==> config.mk <==
export PLATFORM = sky130hd
export DESIGN_NAME = udp_arp_frame_classifier_top
export DESIGN_NICKNAME = d
export VERILOG_FILES = /design/src/rtl/uafc_pkg.sv /design/src/rtl/udp_arp_frame_classifier_top.sv
export SDC_FILE = /design/constraint.sdc
export NUM_CORES = 1
export LEC_CHECK = 0
export BUFFER_PORTS_ARGS = -buffer_cell sky130_fd_sc_hd__buf_2
export CAP_MARGIN = 10
export CORE_ASPECT_RATIO = 2
export CORE_UTILIZATION = 54
export CTS_BUF_LIST = sky130_fd_sc_hd__clkbuf_16
export CTS_CLUSTER_DIAMETER = 40
export CTS_CLUSTER_SIZE = 10
export DETAILED_ROUTE_END_ITERATION = 10
export GPL_TIMING_DRIVEN = 1
export PLACE_DENSITY = 0.76
export SYNTH_ARGS = -nofsm -noshare
export SYNTH_HDL_FRONTEND = slang
export SYNTH_SLANG_ARGS = --single-unit
==> constraint.sdc <==
create_clock -name clk -period 3.1 [get_ports clk]
set_input_delay 0.155 -clock clk [delete_from_list [all_inputs] [get_ports clk]]
set_output_delay 0.155 -clock clk [all_outputs]
set_load 0.02 [all_outputs]
==> src/rtl/uafc_pkg.sv <==
// uafc_pkg: shared types and constants for the udp / arp frame classifier
// frame byte offsets, class codes, register indexes and reset values
// no dependencies
package uafc_pkg;

  typedef logic [5:0]  offset_t;
  typedef logic [2:0]  class_t;
  typedef logic [1:0]  reg_index_t;

  // frame classes
  localparam class_t CLASS_NONE      = 3'd0;
  localparam class_t CLASS_COMMAND   = 3'd1;
  localparam class_t CLASS_DATA      = 3'd2;
  localparam class_t CLASS_ARP_PROBE = 3'd3;
  localparam class_t CLASS_ARP_LOCAL = 3'd4;

  // configuration register indexes
  localparam reg_index_t REG_LOCAL_IP      = 2'd0;
  localparam reg_index_t REG_COMMAND_PORT  = 2'd1;
  localparam reg_index_t REG_DATA_PORT     = 2'd2;
  localparam reg_index_t REG_ARP_ETHERTYPE = 2'd3;

  // register reset values
  localparam logic [31:0] LOCAL_IP_RST      = 32'h6464_64C8;
  localparam logic [15:0] COMMAND_PORT_RST  = 16'hC0DE;
  localparam logic [15:0] DATA_PORT_RST     = 16'hDA7A;
  localparam logic [15:0] ARP_ETHERTYPE_RST = 16'h0806;

  // byte offsets within the frame
  localparam offset_t OFF_MAC_LAST   = 6'd5;
  localparam offset_t OFF_ETYPE_HI   = 6'd12;
  localparam offset_t OFF_ETYPE_LO   = 6'd13;
  localparam offset_t OFF_DST_IP     = 6'd30;
  localparam offset_t OFF_DST_LAST   = 6'd33;
  localparam offset_t OFF_PORT_HI    = 6'd36;
  localparam offset_t OFF_PORT_LO    = 6'd37;
  localparam offset_t OFF_TGT_IP     = 6'd38;
  localparam offset_t OFF_TGT_LAST   = 6'd41;
  localparam offset_t OFF_CMD_FIRST  = 6'd42;
  localparam offset_t OFF_CMD_LAST   = 6'd45;
  localparam offset_t OFF_MAX        = 6'd63;

  localparam logic [7:0] BYTE_ALL_ONES = 8'hFF;

  // octet k of an ipv4 address, first octet in the top byte
  function automatic logic [7:0] ip_octet(input logic [31:0] ip, input logic [1:0] k);
    logic [7:0] o;
    begin
      case (k)
        2'd0:    o = ip[31:24];
        2'd1:    o = ip[23:16];
        2'd2:    o = ip[15:8];
        default: o = ip[7:0];
      endcase
      return o;
    end
  endfunction

endpackage

==> src/rtl/udp_arp_frame_classifier_top.sv <==
// udp_arp_frame_classifier_top: streaming ethernet frame classifier
// depends on uafc_pkg for offsets, class codes and register indexes
// single module, no submodules
//
// Frame bytes enter one transaction per byte, in wire order, with
// in_end_of_frame high on the last byte. Each byte is taken into an input
// register and then folded into a byte offset and a handful of match flags
// (broadcast mac, arp ethertype, destination ip prefix and last octet, udp
// destination port, arp target ip, command word). The byte that ends a frame
// also fills in the missing bytes of a short frame as zeros and loads one
// result transaction into the output register: class 1 command, 2 data (ip
// destination is ours or our /24 broadcast, matched by udp port), 4 arp
// request for us, 3 arp probe, 0 none. out_command_word holds bytes 42..45
// big-endian for command frames and zero otherwise. The block takes one byte per
// clock; a frame's last byte waits in the input register only while an earlier
// result sits unaccepted in the output register, so the rate holds whenever
// out_ready keeps up. A last byte passes the input, then the output register.
// Registers are written through the cfg port, which is always ready; the user
// must write them only while no frame is in flight; the block does not enforce it.
module udp_arp_frame_classifier_top
  import uafc_pkg::*;
(
  input  logic        clk,
  input  logic        rst_n,
  // byte stream
  input  logic        in_valid,
  output logic        in_ready,
  input  logic [7:0]  in_frame_byte,
  input  logic        in_end_of_frame,
  // result
  output logic        out_valid,
  input  logic        out_ready,
  output logic [2:0]  out_frame_class,
  output logic [31:0] out_command_word,
  // configuration writes
  input  logic        cfg_valid,
  output logic        cfg_ready,
  input  logic [1:0]  cfg_index,
  input  logic [31:0] cfg_data
);

  // configuration registers
  logic [31:0] local_ip_r;
  logic [15:0] command_port_r;
  logic [15:0] data_port_r;
  logic [15:0] arp_ethertype_r;

  assign cfg_ready = 1'b1;

  always_ff @(posedge clk) begin
    if (!rst_n) begin
      local_ip_r      <= LOCAL_IP_RST;
      command_port_r  <= COMMAND_PORT_RST;
      data_port_r     <= DATA_PORT_RST;
      arp_ethertype_r <= ARP_ETHERTYPE_RST;
    end else if (cfg_valid) begin
      case (cfg_index)
        REG_LOCAL_IP:      local_ip_r      <= cfg_data;
        REG_COMMAND_PORT:  command_port_r  <= cfg_data[15:0];
        REG_DATA_PORT:     data_port_r     <= cfg_data[15:0];
        REG_ARP_ETHERTYPE: arp_ethertype_r <= cfg_data[15:0];
        default: ;
      endcase
    end
  end

  // input register
  logic       in_vld_r;
  logic [7:0] in_byte_r;
  logic       in_eof_r;
  logic       advance;
  logic       out_valid_r;

  // a byte moves on unless it ends a frame and the result slot is still full
  assign advance  = in_vld_r && (!in_eof_r || !out_valid_r || out_ready);
  assign in_ready = !in_vld_r || advance;

  always_ff @(posedge clk) begin
    if (!rst_n) begin
      in_vld_r <= 1'b0;
    end else if (in_ready) begin
      in_vld_r <= in_valid;
    end
  end

  always_ff @(posedge clk) begin
    if (in_valid && in_ready) begin
      in_byte_r <= in_frame_byte;
      in_eof_r  <= in_end_of_frame;
    end
  end

  // per-frame state
  offset_t     byte_offset_r;
  logic        mac_ok_r, prefix_ok_r, last_ok_r, etype_ok_r, target_ok_r;
  logic [7:0]  port_hi_r;
  logic [15:0] port_value_r;
  logic [31:0] cmd_shift_r;

  // state after this byte
  offset_t     off;
  logic        abs_mac, abs_prefix, abs_last, abs_etype, abs_target;
  logic [7:0]  abs_port_hi;
  logic [15:0] abs_port;
  logic [31:0] abs_cmd;

  assign off = byte_offset_r;

  always_comb begin
    abs_mac     = mac_ok_r;
    abs_prefix  = prefix_ok_r;
    abs_last    = last_ok_r;
    abs_etype   = etype_ok_r;
    abs_target  = target_ok_r;
    abs_port_hi = port_hi_r;
    abs_port    = port_value_r;
    abs_cmd     = cmd_shift_r;
    if (off <= OFF_MAC_LAST) begin
      if (in_byte_r != BYTE_ALL_ONES) abs_mac = 1'b0;
    end else if (off == OFF_ETYPE_HI) begin
      if (in_byte_r != arp_ethertype_r[15:8]) abs_etype = 1'b0;
    end else if (off == OFF_ETYPE_LO) begin
      if (in_byte_r != arp_ethertype_r[7:0]) abs_etype = 1'b0;
    end else if (off inside {[OFF_DST_IP:OFF_DST_LAST - 6'd1]}) begin
      if (in_byte_r != ip_octet(local_ip_r, 2'(off - OFF_DST_IP))) abs_prefix = 1'b0;
    end else if (off == OFF_DST_LAST) begin
      abs_last = (in_byte_r == local_ip_r[7:0]) || (in_byte_r == BYTE_ALL_ONES);
    end else if (off == OFF_PORT_HI) begin
      abs_port_hi = in_byte_r;
    end else if (off == OFF_PORT_LO) begin
      abs_port = {port_hi_r, in_byte_r};
    end else if (off inside {[OFF_TGT_IP:OFF_TGT_LAST]}) begin
      if (in_byte_r != ip_octet(local_ip_r, 2'(off - OFF_TGT_IP))) abs_target = 1'b0;
    end else if (off inside {[OFF_CMD_FIRST:OFF_CMD_LAST]}) begin
      abs_cmd = {cmd_shift_r[23:0], in_byte_r};
    end
  end

  // short frame: every byte past the current offset up to the command word is zero
  logic        fin_mac, fin_prefix, fin_last, fin_etype, fin_target;
  logic [7:0]  fin_port_hi;
  logic [15:0] fin_port;
  logic [31:0] fin_cmd;

  always_comb begin
    fin_mac   = abs_mac && !(off < OFF_MAC_LAST);
    fin_etype = abs_etype
                && !(off < OFF_ETYPE_HI && arp_ethertype_r[15:8] != 8'h00)
                && !(off < OFF_ETYPE_LO && arp_ethertype_r[7:0] != 8'h00);
    fin_prefix = abs_prefix
                 && !(off < OFF_DST_IP          && local_ip_r[31:24] != 8'h00)
                 && !(off < OFF_DST_IP + 6'd1   && local_ip_r[23:16] != 8'h00)
                 && !(off < OFF_DST_IP + 6'd2   && local_ip_r[15:8]  != 8'h00);
    fin_last    = (off < OFF_DST_LAST) ? (local_ip_r[7:0] == 8'h00) : abs_last;
    fin_port_hi = (off < OFF_PORT_HI) ? 8'h00 : abs_port_hi;
    fin_port    = (off < OFF_PORT_LO) ? {fin_port_hi, 8'h00} : abs_port;
    fin_target = abs_target
                 && !(off < OFF_TGT_IP          && local_ip_r[31:24] != 8'h00)
                 && !(off < OFF_TGT_IP + 6'd1   && local_ip_r[23:16] != 8'h00)
                 && !(off < OFF_TGT_IP + 6'd2   && local_ip_r[15:8]  != 8'h00)
                 && !(off < OFF_TGT_LAST        && local_ip_r[7:0]   != 8'h00);
    if (off < OFF_CMD_FIRST) begin
      fin_cmd = 32'h0;
    end else if (off == OFF_CMD_FIRST) begin
      fin_cmd = {abs_cmd[7:0], 24'h0};
    end else if (off == OFF_CMD_FIRST + 6'd1) begin
      fin_cmd = {abs_cmd[15:0], 16'h0};
    end else if (off == OFF_CMD_FIRST + 6'd2) begin
      fin_cmd = {abs_cmd[23:0], 8'h0};
    end else begin
      fin_cmd = abs_cmd;
    end
  end

  // classification, first matching rule wins
  class_t      cls_nxt;
  logic [31:0] word_nxt;

  always_comb begin
    cls_nxt  = CLASS_NONE;
    word_nxt = 32'h0;
    if (fin_prefix && fin_last) begin
      if (fin_port == command_port_r) begin
        cls_nxt  = CLASS_COMMAND;
        word_nxt = fin_cmd;
      end else if (fin_port == data_port_r) begin
        cls_nxt = CLASS_DATA;
      end
    end else if (fin_mac && fin_etype) begin
      cls_nxt = fin_target ? CLASS_ARP_LOCAL : CLASS_ARP_PROBE;
    end
  end

  // frame state update, cleared at frame end
  always_ff @(posedge clk) begin
    if (!rst_n || (advance && in_eof_r)) begin
      byte_offset_r <= '0;
      mac_ok_r      <= 1'b1;
      prefix_ok_r   <= 1'b1;
      last_ok_r     <= 1'b0;
      etype_ok_r    <= 1'b1;
      target_ok_r   <= 1'b1;
      port_hi_r     <= 8'h00;
      port_value_r  <= 16'h0;
      cmd_shift_r   <= 32'h0;
    end else if (advance) begin
      if (byte_offset_r != OFF_MAX) byte_offset_r <= byte_offset_r + 6'd1;
      mac_ok_r     <= abs_mac;
      prefix_ok_r  <= abs_prefix;
      last_ok_r    <= abs_last;
      etype_ok_r   <= abs_etype;
      target_ok_r  <= abs_target;
      port_hi_r    <= abs_port_hi;
      port_value_r <= abs_port;
      cmd_shift_r  <= abs_cmd;
    end
  end

  // result register
  class_t      out_class_r;
  logic [31:0] out_word_r;

  always_ff @(posedge clk) begin
    if (!rst_n) begin
      out_valid_r <= 1'b0;
    end else if (advance && in_eof_r) begin
      out_valid_r <= 1'b1;
    end else if (out_ready) begin
      out_valid_r <= 1'b0;
    end
  end

  always_ff @(posedge clk) begin
    if (advance && in_eof_r) begin
      out_class_r <= cls_nxt;
      out_word_r  <= word_nxt;
    end
  end

  assign out_valid        = out_valid_r;
  assign out_frame_class  = out_class_r;
  assign out_command_word = out_word_r;

  // frame state returns to its start after a frame ends
  a_offset_clear: assert property (@(posedge clk) disable iff (!rst_n)
    advance && in_eof_r |=> byte_offset_r == '0 && mac_ok_r && !last_ok_r)
    else $error("frame state not cleared after end of frame");

  // a byte that cannot move on stays in the input register
  a_in_hold: assert property (@(posedge clk) disable iff (!rst_n)
    in_vld_r && !advance |=> in_vld_r && $stable(in_byte_r) && $stable(in_eof_r))
    else $error("stalled byte lost from input register");

  // an unaccepted result is never overwritten
  a_out_no_overwrite: assert property (@(posedge clk) disable iff (!rst_n)
    out_valid_r && !out_ready |-> !(advance && in_eof_r))
    else $error("pending result overwritten");

  // command word only for command frames
  a_word_zero: assert property (@(posedge clk) disable iff (!rst_n)
    out_valid_r && out_class_r != CLASS_COMMAND |-> out_word_r == 32'h0)
    else $error("command word set on non-command frame");

endmodule

==> results by group, run 1 <==
Logic synthesis
  • Part of the Yosys area used for sequential elements: 0.4253
  • Post-synthesis mux area share: 0.03461
  • Synth Area in Compound Gates: 0.1798
  • Fraction of registers with async set/reset: 0
  • Adder-cell share of the synthesized area: 0.007417
  • Warnings, synthesis: 0
  • Cell Area, Synth: 10,120 um2
  • Synth cell count leaders: nand2_1, dfxtp_1, clkbuf_1
  • Main combinational cell family by area after synthesis: simple AND/OR/NAND/NOR gates
  • Synth Area in Simple Gates: 0.2500
  • Proportion of netlist area held by the largest area contributor: 0.2947
  • XOR/XNOR share of the synthesized area: 0.05365
  • Most frequent cell after synthesis: nand2_1
  • Post-Synthesis Cells: 1,199
  • Synth Register Bits: 193
  • Avg Cell Area, Syn: 8.441 um2
  • Synth top area cells: dfxtp_1, edfxtp_1, nand2_1, a21boi_0, mux2i_1
  • Main synth FF type: dfxtp_1
  • EDFF count, synth: 44
  • Post-synth net total: 1,253
  • Netlist cell types: 65
  • Yosys top cell by area: dfxtp_1

Worst setup path
  • Critical path arrival: 3.53 ns
  • Cell chain of the critical path: inv_6, ha_4, or4b_4, buf_12, buf_4, a2111oi_4, nor3b_2, nor4_2, nand4_1, or3_4, clkbuf_16, nor4b_4
  • CP endpoint kind: register
  • Max incr delay on CP: 0.59 ns
  • Critical Path Fanout Max: 8
  • CP startpoint kind: register
  • Crit Path Class: register to register
  • Slowest CP cell: or4b_4
  • Req. time, crit path: 3.38 ns

Outcome
  • Outcome: complete, but fails checks
  • Failing checks: negative setup slack

Global routing
  • Grt ovf: 0
  • GRT Total Usage: 0.3380
  • Vias in the first global route: 9,726
  • Largest net degree at the start of global routing: 64
  • First-pass GRT wire length: 50,140 um
  • Initial antenna violation count: 0

Layout
  • Antenna cells: 0
  • Utilization after layout: 0.6885
  • Fin cells: 1,578
  • Fraction of layout cells with a size suffix above 1: 0.2195
  • Fin nets: 1,403
  • Area Overhead vs Synth: 24.53%
  • Filler cell count: 1,462

Floorplan
  • Die height: 195.6 um
  • Core area: 18,310 um2
  • Io pins: 86
  • Initial Util: 0.5529
  • Die area: 19,330 um2
  • Die width: 98.81 um
  • Number of cell rows: 70

STA
  • Slew Viols, Final: 0
  • Layout Skew: 0.01105 ns
  • Post-layout min period: 3.255 ns
  • RSZ-0062 raised after global routing: true
  • Final setup vio count: 33
  • Final worst setup slack: -0.1547 ns
  • Actual slew at the worst max-slew pin: 1.065 ns
  • Max_slew headroom: 0.2871
  • Max Clk Rate: 0.3072 GHz
  • Period utilization: 1.050
  • Fin. Hold Viols: 0

Power
  • Internal power: 3.868 mW
  • Overall power: 5.251 mW
  • Peak supply drop: 0.4385 mV
  • Pwr Density: 416.6 nW/um2
  • Clock share of power: 0.401
  • Logic gate share of total power: 0.088
  • Net Sw Power: 1.383 mW
  • Sw Ratio: 0.2634
  • Sequential power share: 0.511
  • Leak: 4.763 nW

Clocking
  • H-tree depth: 4
  • CTS root buffer: clkbuf_16
  • Clock Sinks: 193
  • Clock buffer depth: 2
  • Clock transition at the registers of the reported paths: 0.07 ns
  • Cts bufs inserted: 17
  • Clk_lat worst skew: 0.45 ns
  • CTS tree: yes

Route
  • DRT antenna net count: 0
  • Iteration count of the initial detailed-routing pass: 10
  • WL/cell: 20.76 um
  • Via count: 9,921
  • Initial DRC Count: 665
  • Routed wire length: 32,760 um
  • Vias per cell: 6.287
  • Drt drc: 0

Placement
  • Final GP Congestion: 0.9753
  • IO Port Bufs: 84
  • Post-Place Cells: 1,512
  • Placement Setup Slack: -0.3005 ns
  • DP Wirelength: 23,270 um

Worst hold path
  • Hold Path Class: input pin to register

Job
  • Max-cap violations: 0
## registers in the layout, indices dropped and copies added, names as in the netlist, 3 cells and up
signal,flops
cmd_shift_r,32
local_ip_r,32
out_command_word,32
arp_ethertype_r,16
command_port_r,16
data_port_r,16
port_value_r,16
in_byte_r,8
port_hi_r,8
byte_offset_r,6
out_frame_class,3
## cell families after synthesis
family	after synthesis
compound gates	257
xor+xnor	62
fa+ha+maj	6
buf+inv	116
flops	193
mux	35
other cells	1
simple gates	529
## metal layers
metal  wire [um]  global-route usage  part of all wire
met5           0                   0                 0
met3        1642             0.05261             0.050
met4        2827              0.2554             0.086
met2       17520              0.6312              0.53
met1       10780              0.3246              0.33
## worst paths after layout
path / endpoint / slack [ns] / startpoint / depth (start not counted)
max: out_command_word[3] / -0.15 / byte_offset_r[1] / 12
min: data_port_r[0] / 0.02 / cfg_data[0] / 3
min reg2reg: mac_ok_r / 0.45 / mac_ok_r / 2
max reg2reg: out_command_word[3] / -0.15 / byte_offset_r[1] / 12
## stage by stage
stage / hold WS, ns / area [um2] / setup TNS [ns]
6_report: 0.02075 / 12600 / -2.938
5_1_grt: 0.007959 / 12600 / -6.010
4_1_cts: 0.006976 / 12250 / -1.005
3_5_place_dp: 0.3332 / 11350 / -4.249
3_3_place_gp: 0.3320 / 11350 / -1.657
2_1_floorplan: 0.2539 / 10250 / -0.4816
## cell type report
type | instances | area [um2] | share of cell area
Sequential cell | 193 | 4307 | 0.3417
Multi-Input combinational cell | 890 | 5703 | 0.4525
Clock inverter | 15 | 121.4 | 0.009630
Inverter | 22 | 87.58 | 0.006949
Tap cell | 216 | 270.3 | 0.02144
Clock buffer | 17 | 425.4 | 0.03375
Timing Repair Buffer | 225 | 1689 | 0.1340
## critical path: cells and delay by family (launching register included)
kind / cells / cell delay (ns)
adder cells (fa/ha/maj): 1 / 0.15
flip-flops: 1 / 0.37
buffers and inverters: 4 / 0.56
AO/OA/AOI/OAI: 1 / 0.20
AND/OR/NAND/NOR: 6 / 1.79
## power groups by stage
stage	logic, mW	registers, mW	clock network (mW)
floorplan	0.262	2.72	0
global placement	0.409	2.74	0
detailed placement	0.416	2.74	0
CTS	0.446	2.68	2.13
global route	0.495	2.69	2.23
finish	0.463	2.68	2.10
## cell usage in the layout (no fill, tap or decap), types with 14 or more instances in the layout
master / instances
nand3_1: 54
xnor2_1: 26
a21boi_0: 50
dfxtp_1: 147
nand4_1: 14
nor3_1: 14
o21ai_0: 19
buf_4: 100
clkbuf_16: 21
nor2_1: 44
dlygate4sd3_1: 27
buf_2: 84
a221oi_1: 14
mux2i_1: 35
a222oi_1: 14
nor4_1: 16
edfxtp_1: 44
xor2_1: 36
inv_1: 19
a21oi_1: 63
nand2_1: 297
## what timing repair did
item | 4_1_cts | 5_1_grt
resized for setup | 17 | 46
endpoints found under the setup margin | 34 | 34
hold endpoints to repair | 27 | 0
setup buffers | 0 | 3
pin swaps | 1 | 6
cloned | 0 | 4
hold buffers | 27 | 0
Note: power is estimated with default switching activity, not from simulation.
==> run 2, diff against run 1 <==
--- a/config.mk
+++ b/config.mk
@@ -9,12 +9,12 @@
 export CAP_MARGIN = 10
 export CORE_ASPECT_RATIO = 2
 export CORE_UTILIZATION = 54
-export CTS_BUF_LIST = sky130_fd_sc_hd__clkbuf_16
 export CTS_CLUSTER_DIAMETER = 40
 export CTS_CLUSTER_SIZE = 10
 export DETAILED_ROUTE_END_ITERATION = 10
 export GPL_TIMING_DRIVEN = 1
 export PLACE_DENSITY = 0.76
+export RECOVER_POWER = 50
 export SYNTH_ARGS = -nofsm -noshare
 export SYNTH_HDL_FRONTEND = slang
 export SYNTH_SLANG_ARGS = --single-unit
==> run 2 against run 1 <==
- the run ends with max-capacitance violations, max-slew violations, negative setup slack left
- sequential share of layout area is 0.14 points higher
- global-route usage is 0.11 points higher
- combinational power hardly changed
- via count is 0.33% higher
- maximum frequency is 0.42% higher
- clock skew is 0.0014 ns lower
- sequential power hardly changed
- power is 0.60% higher
- count of clock-buffer cells in the layout is 1 higher
- first-iteration DRC count is 11% lower
==> results by group, run 2 (synthesized netlist as in run 1, its figures left out) <==
Floorplan
  • Initial Util: 0.5529
  • Die area: 19,330 um2
  • Io pins: 86
  • Die width: 98.81 um
  • Number of cell rows: 70
  • Core area: 18,310 um2
  • Die height: 195.6 um

STA
  • Fin. Hold Viols: 0
  • Final setup vio count: 30
  • Period utilization: 1.046
  • Post-layout min period: 3.241 ns
  • Max Clk Rate: 0.3085 GHz
  • Smallest hold slack: 0.02479 ns
  • Final worst setup slack: -0.1411 ns
  • Actual slew at the worst max-slew pin: 2.152 ns
  • Slew Viols, Final: 58
  • RSZ-0062 raised after global routing: true
  • Layout Skew: 0.009611 ns
  • Max_slew headroom: -0.4347

Global routing
  • GRT Total Usage: 0.3391
  • Grt ovf: 0
  • Vias in the first global route: 9,716
  • First-pass GRT wire length: 50,290 um
  • Largest net degree at the start of global routing: 64
  • Initial antenna violation count: 0

Worst setup path
  • Req. time, crit path: 3.30 ns
  • Max incr delay on CP: 0.59 ns
  • CP startpoint kind: register
  • CP endpoint kind: register
  • Slowest CP cell: or4b_4
  • Crit path launch: byte_offset_r[1]
  • Crit Path Class: register to register
  • Cell chain of the critical path: inv_6, ha_4, or4b_4, buf_12, buf_4, a2111oi_4, nor3b_2, nor4_2, nand4_1, or3_4, buf_12, a31o_2
  • WP buf/inv: 4
  • Critical Path Fanout Max: 8
  • CP top delay family: simple AND/OR/NAND/NOR gates
  • Reg2reg start: byte_offset_r[1]
  • Critical path arrival: 3.44 ns
  • Worst path most repeated cell: buf_12

Clocking
  • CTS root buffer: clkbuf_16
  • Clock buffer depth: 2
  • Clock transition at the registers of the reported paths: 0.08 ns
  • CTS tree: yes
  • H-tree depth: 4
  • Clock Sinks: 193
  • Clk_lat worst skew: 0.45 ns
  • Cts bufs inserted: 17

Route
  • DRT antenna net count: 0
  • Routed wire length: 32,810 um
  • Iteration count of the initial detailed-routing pass: 10
  • Drt drc: 0
  • WL/cell: 20.82 um
  • Vias per cell: 6.316
  • Initial DRC Count: 592
  • Via count: 9,954

Layout
  • Area of the multi-input gates: 5712 um2
  • Commonest cells after routing, fill and taps aside: nand2_1, dfxtp_1, buf_4
  • Fin nets: 1,401
  • Area Overhead vs Synth: 24.02%
  • Fraction of layout cells with a size suffix above 1: 0.1912
  • Reg area: 4307 um2
  • Filler cell count: 1,478
  • Most common cell after layout, fill and taps aside: nand2_1
  • Fin cells: 1,576
  • Antenna cells: 0

Placement
  • Post-Place Cells: 1,512
  • Final GP Congestion: 0.9753
  • DP Wirelength: 23,270 um
  • IO Port Bufs: 84

Power
  • Leak: 4.615 nW
  • Peak supply drop: 0.4372 mV
  • Overall power: 5.283 mW
  • Pwr Density: 420.9 nW/um2

Worst hold path
  • Startpoint of the worst hold path: cfg_data[0]
  • Hold Path Class: input pin to register

Job
  • Max-cap violations: 1

Outcome
  • Outcome: complete, but fails checks
  • Failing checks: max-capacitance violations, max-slew violations, negative setup slack
## run 2: path summary, 6_finish.rpt
check	endpoint	slack, ns	cells past startpoint
max	out_frame_class[1]	-0.14	12
min	data_port_r[0]	0.02	3
max reg2reg	out_frame_class[1]	-0.14	12
min reg2reg	mac_ok_r	0.45	2
## run 2: metrics by stage
stage                       util  setup slack, ns  setup TNS (ns)  area (um2)
after floorplan                -          -0.1211         -0.4816       10250
after global placement    0.6202          -0.1390          -1.657       11350
after detailed placement  0.6202          -0.3005          -4.249       11350
after CTS                 0.6696         -0.09343         -0.9975       12260
after global routing      0.6857          -0.2391          -5.701       12550
final                     0.6857          -0.1411          -2.479       12550
## run 2: repair_timing
item / CTS / global route
cloned: 0 / 4
gates resized for setup: 17 / 50
hold buffers: 27 / 0
buffers inserted: 0 / 1
hold endpoints to repair: 27 / 0
pin swaps: 1 / 7
endpoints found under the setup margin: 34 / 34
## run 2: tightest hold or removal path: stages
cell and delay (ns):
buf_2 0.14, nand2_1 0.06, a21boi_0 0.07
## run 2: layout make-up
| type | count | area share |
|---|---|---|
| clock buffers | 18 | 0.03499 |
| clock inverters | 14 | 0.009370 |
| well taps | 216 | 0.02153 |
| flip-flops and latches | 193 | 0.3431 |
| repair buffers | 223 | 0.1290 |
| multi-input cells | 890 | 0.4550 |
| inverters | 22 | 0.006978 |
## run 2: per-layer routing
metal	up-vias	global-route usage	share of wire
met5	-	0	0
met4	0	0.2570	0.084
met3	169	0.05333	0.052
met2	452	0.6314	0.54
met1	4755	0.3267	0.32
li1	4578	-	-
## run 2: where the power goes
group | total (mW) | leakage [nW] | switching, mW | internal (mW)
registers | 2.68 | 1.69 | 0.0637 | 2.62
clock network | 2.14 | 0.274 | 1.06 | 1.08
logic | 0.463 | 2.65 | 0.267 | 0.196
==> run 3, diff against run 2 <==
--- a/config.mk
+++ b/config.mk
@@ -5,15 +5,16 @@
 export SDC_FILE = /design/constraint.sdc
 export NUM_CORES = 1
 export LEC_CHECK = 0
-export BUFFER_PORTS_ARGS = -buffer_cell sky130_fd_sc_hd__buf_2
+export BUFFER_PORTS_ARGS = -buffer_cell sky130_fd_sc_hd__clkbuf_2
 export CAP_MARGIN = 10
 export CORE_ASPECT_RATIO = 2
+export CORE_MARGIN = 2
 export CORE_UTILIZATION = 54
 export CTS_CLUSTER_DIAMETER = 40
 export CTS_CLUSTER_SIZE = 10
 export DETAILED_ROUTE_END_ITERATION = 10
 export GPL_TIMING_DRIVEN = 1
-export PLACE_DENSITY = 0.76
+export PLACE_DENSITY = 0.87
 export RECOVER_POWER = 50
 export SYNTH_ARGS = -nofsm -noshare
 export SYNTH_HDL_FRONTEND = slang
==> run 3 against run 2 <==
- highest routed layer unchanged
- combinational power about the same
- final cell count shrank 0.63%
- routed wire length is 2.7% higher
- worst setup slack lost 0.092 ns
- core utilization up 0.33 points
- largest power group unchanged
- global-route usage down 0.96 points
- sequential power hardly changed
- die area grew 3.1%
- via count up 0.67%
- clock skew up 0.0013 ns
- flip-flop and latch count stayed put
- register-to-register slack worse by 0.09 ns
- the run ends with negative setup slack left
==> results by group, run 3 (synthesized netlist as in run 1, its figures left out) <==
Outcome
  • Outcome: complete, but fails checks
  • Failing checks: negative setup slack

Floorplan
  • Initial Util: 0.5529
  • Core area: 18,310 um2
  • Io pins: 86
  • Die height: 197.6 um
  • Number of cell rows: 70
  • Die width: 100.8 um
  • Die area: 19,920 um2

Power
  • Leak: 4.612 nW
  • Internal power: 3.866 mW
  • Peak supply drop: 0.5411 mV
  • Sw Ratio: 0.2644
  • Sequential power share: 0.510
  • Pwr Density: 416.7 nW/um2
  • Clock share of power: 0.401
  • Logic gate share of total power: 0.089
  • Net Sw Power: 1.389 mW

Clocking
  • Clk_lat worst skew: 0.45 ns
  • CTS tree: yes
  • Clock transition at the registers of the reported paths: 0.08 ns
  • Cts bufs inserted: 17
  • H-tree depth: 4
  • Clock Sinks: 193
  • Clock buffer depth: 2
  • CTS root buffer: clkbuf_16

Placement
  • Placement Setup Slack: -0.2901 ns
  • DP Wirelength: 22,960 um
  • Final GP Congestion: 0.9815
  • IO Port Bufs: 84

Worst setup path
  • Critical path arrival: 3.60 ns
  • Crit Path Class: register to register
  • Slowest CP cell: or4b_4
  • CP endpoint kind: register
  • Req. time, crit path: 3.36 ns
  • Max incr delay on CP: 0.59 ns
  • Critical Path Fanout Max: 8
  • CP startpoint kind: register
  • Cell chain of the critical path: inv_4, ha_4, or4b_4, buf_16, a2111oi_4, nor3_2, nor4_2, buf_4, nand4_1, or3_4, buf_12, buf_6, nor4_4

STA
  • Post-layout min period: 3.333 ns
  • Max Clk Rate: 0.3000 GHz
  • Final setup vio count: 34
  • Fin. Hold Viols: 0
  • Period utilization: 1.075
  • Layout Skew: 0.01088 ns
  • RSZ-0062 raised after global routing: true
  • Actual slew at the worst max-slew pin: 1.425 ns
  • Slew Viols, Final: 0
  • Max_slew headroom: 0.05029
  • Final worst setup slack: -0.2331 ns

Layout
  • Commonest cells after routing, fill and taps aside: nand2_1, dfxtp_1, buf_4
  • Most common cell after layout, fill and taps aside: nand2_1
  • Fraction of layout cells with a size suffix above 1: 0.1881
  • Fin nets: 1,391
  • Area Overhead vs Synth: 24.61%
  • Antenna cells: 0
  • Utilization after layout: 0.6890

Global routing
  • GRT Total Usage: 0.3295
  • Largest net degree at the start of global routing: 84
  • Vias in the first global route: 9,722
  • Initial antenna violation count: 0
  • First-pass GRT wire length: 50,220 um
  • Grt ovf: 0

Job
  • Max-cap violations: 0

Route
  • Drt drc: 0
  • WL/cell: 21.52 um
  • Via count: 10,020
  • Vias per cell: 6.399
  • Routed wire length: 33,700 um
  • DRT antenna net count: 0
  • Initial DRC Count: 795
  • Iteration count of the initial detailed-routing pass: 10

Worst hold path
  • Hold Path Class: input pin to register
-- run 3: cell types whose count changed in the layout (fill, tap and decap cells not counted), sizes merged --
cell | before | now
clkbuf | 61 | 104
clkinv | 5 | 6
dlygate4sd3 | 27 | 26
buf | 153 | 100
-- run 3: routing by layer --
layer | wire [um] | track usage | part of all wire
met2 | 17400 | 0.5812 | 0.52
met5 | 0 | 0 | 0
met4 | 3412 | 0.2917 | 0.10
met1 | 10960 | 0.3244 | 0.33
met3 | 1926 | 0.04706 | 0.057
-- run 3: worst paths after layout --
path | depth (start not counted) | to | slack, ns | from
setup / recovery | 13 | out_command_word[23] | -0.23 | byte_offset_r[0]
hold / removal | 3 | local_ip_r[10] | 0.03 | cfg_data[10]
setup reg to reg | 13 | out_command_word[23] | -0.23 | byte_offset_r[0]
hold reg to reg | 2 | mac_ok_r | 0.46 | mac_ok_r
-- run 3: layout make-up --
| class | instances | area (um2) |
|---|---|---|
| clock inverters | 15 | 121.4 |
| flip-flops and latches | 193 | 4309 |
| multi-input cells | 890 | 5796 |
| clock buffers | 17 | 425.4 |
| fillers | 1390 | 5693 |
| inverters | 22 | 90.09 |
| well taps | 216 | 270.3 |
| repair buffers | 213 | 1600 |
-- run 3: power by group through the flow --
stage	Clock (mW)	Sequential, mW	Combinational, mW
after global placement	0	2.73	0.401
after floorplan	0	2.72	0.262
final	2.11	2.68	0.466
after detailed placement	0	2.74	0.411
after global routing	2.19	2.68	0.498
after CTS	2.12	2.68	0.447
-- run 3: critical path, delay by kind of cell, from the launching register on --
family	cells	cell delay, ns
AOI/OAI and AO/OA	1	0.22
adders and majority gates	1	0.15
buffers and inverters	5	0.71
DFF	1	0.38
and+or+nand+nor	6	1.69
-- run 3: stage by stage --
stage | power [mW] | hold WS (ns) | setup TNS, ns | instance area [um2] | instances
floorplan | 2.980 | 0.2539 | -0.4816 | 10250 | 1199
global placement | 3.135 | 0.3322 | -2.640 | 11250 | 1496
detailed placement | 3.147 | 0.3336 | -6.293 | 11250 | 1496
CTS | 5.242 | 0.02466 | -4.205 | 12260 | 1559
global route | 5.372 | 0.03518 | -9.652 | 12610 | 1566
finish | 5.255 | 0.03305 | -5.904 | 12610 | 1566
-- run 3: what timing repair did --
action	CTS	global route
hold buffers	26	0
pin swaps	5	19
endpoints found under the hold margin	26	0
gates cloned	3	2
buffers inserted	2	5
endpoints found under the setup margin	34	34
gates resized for setup	24	57
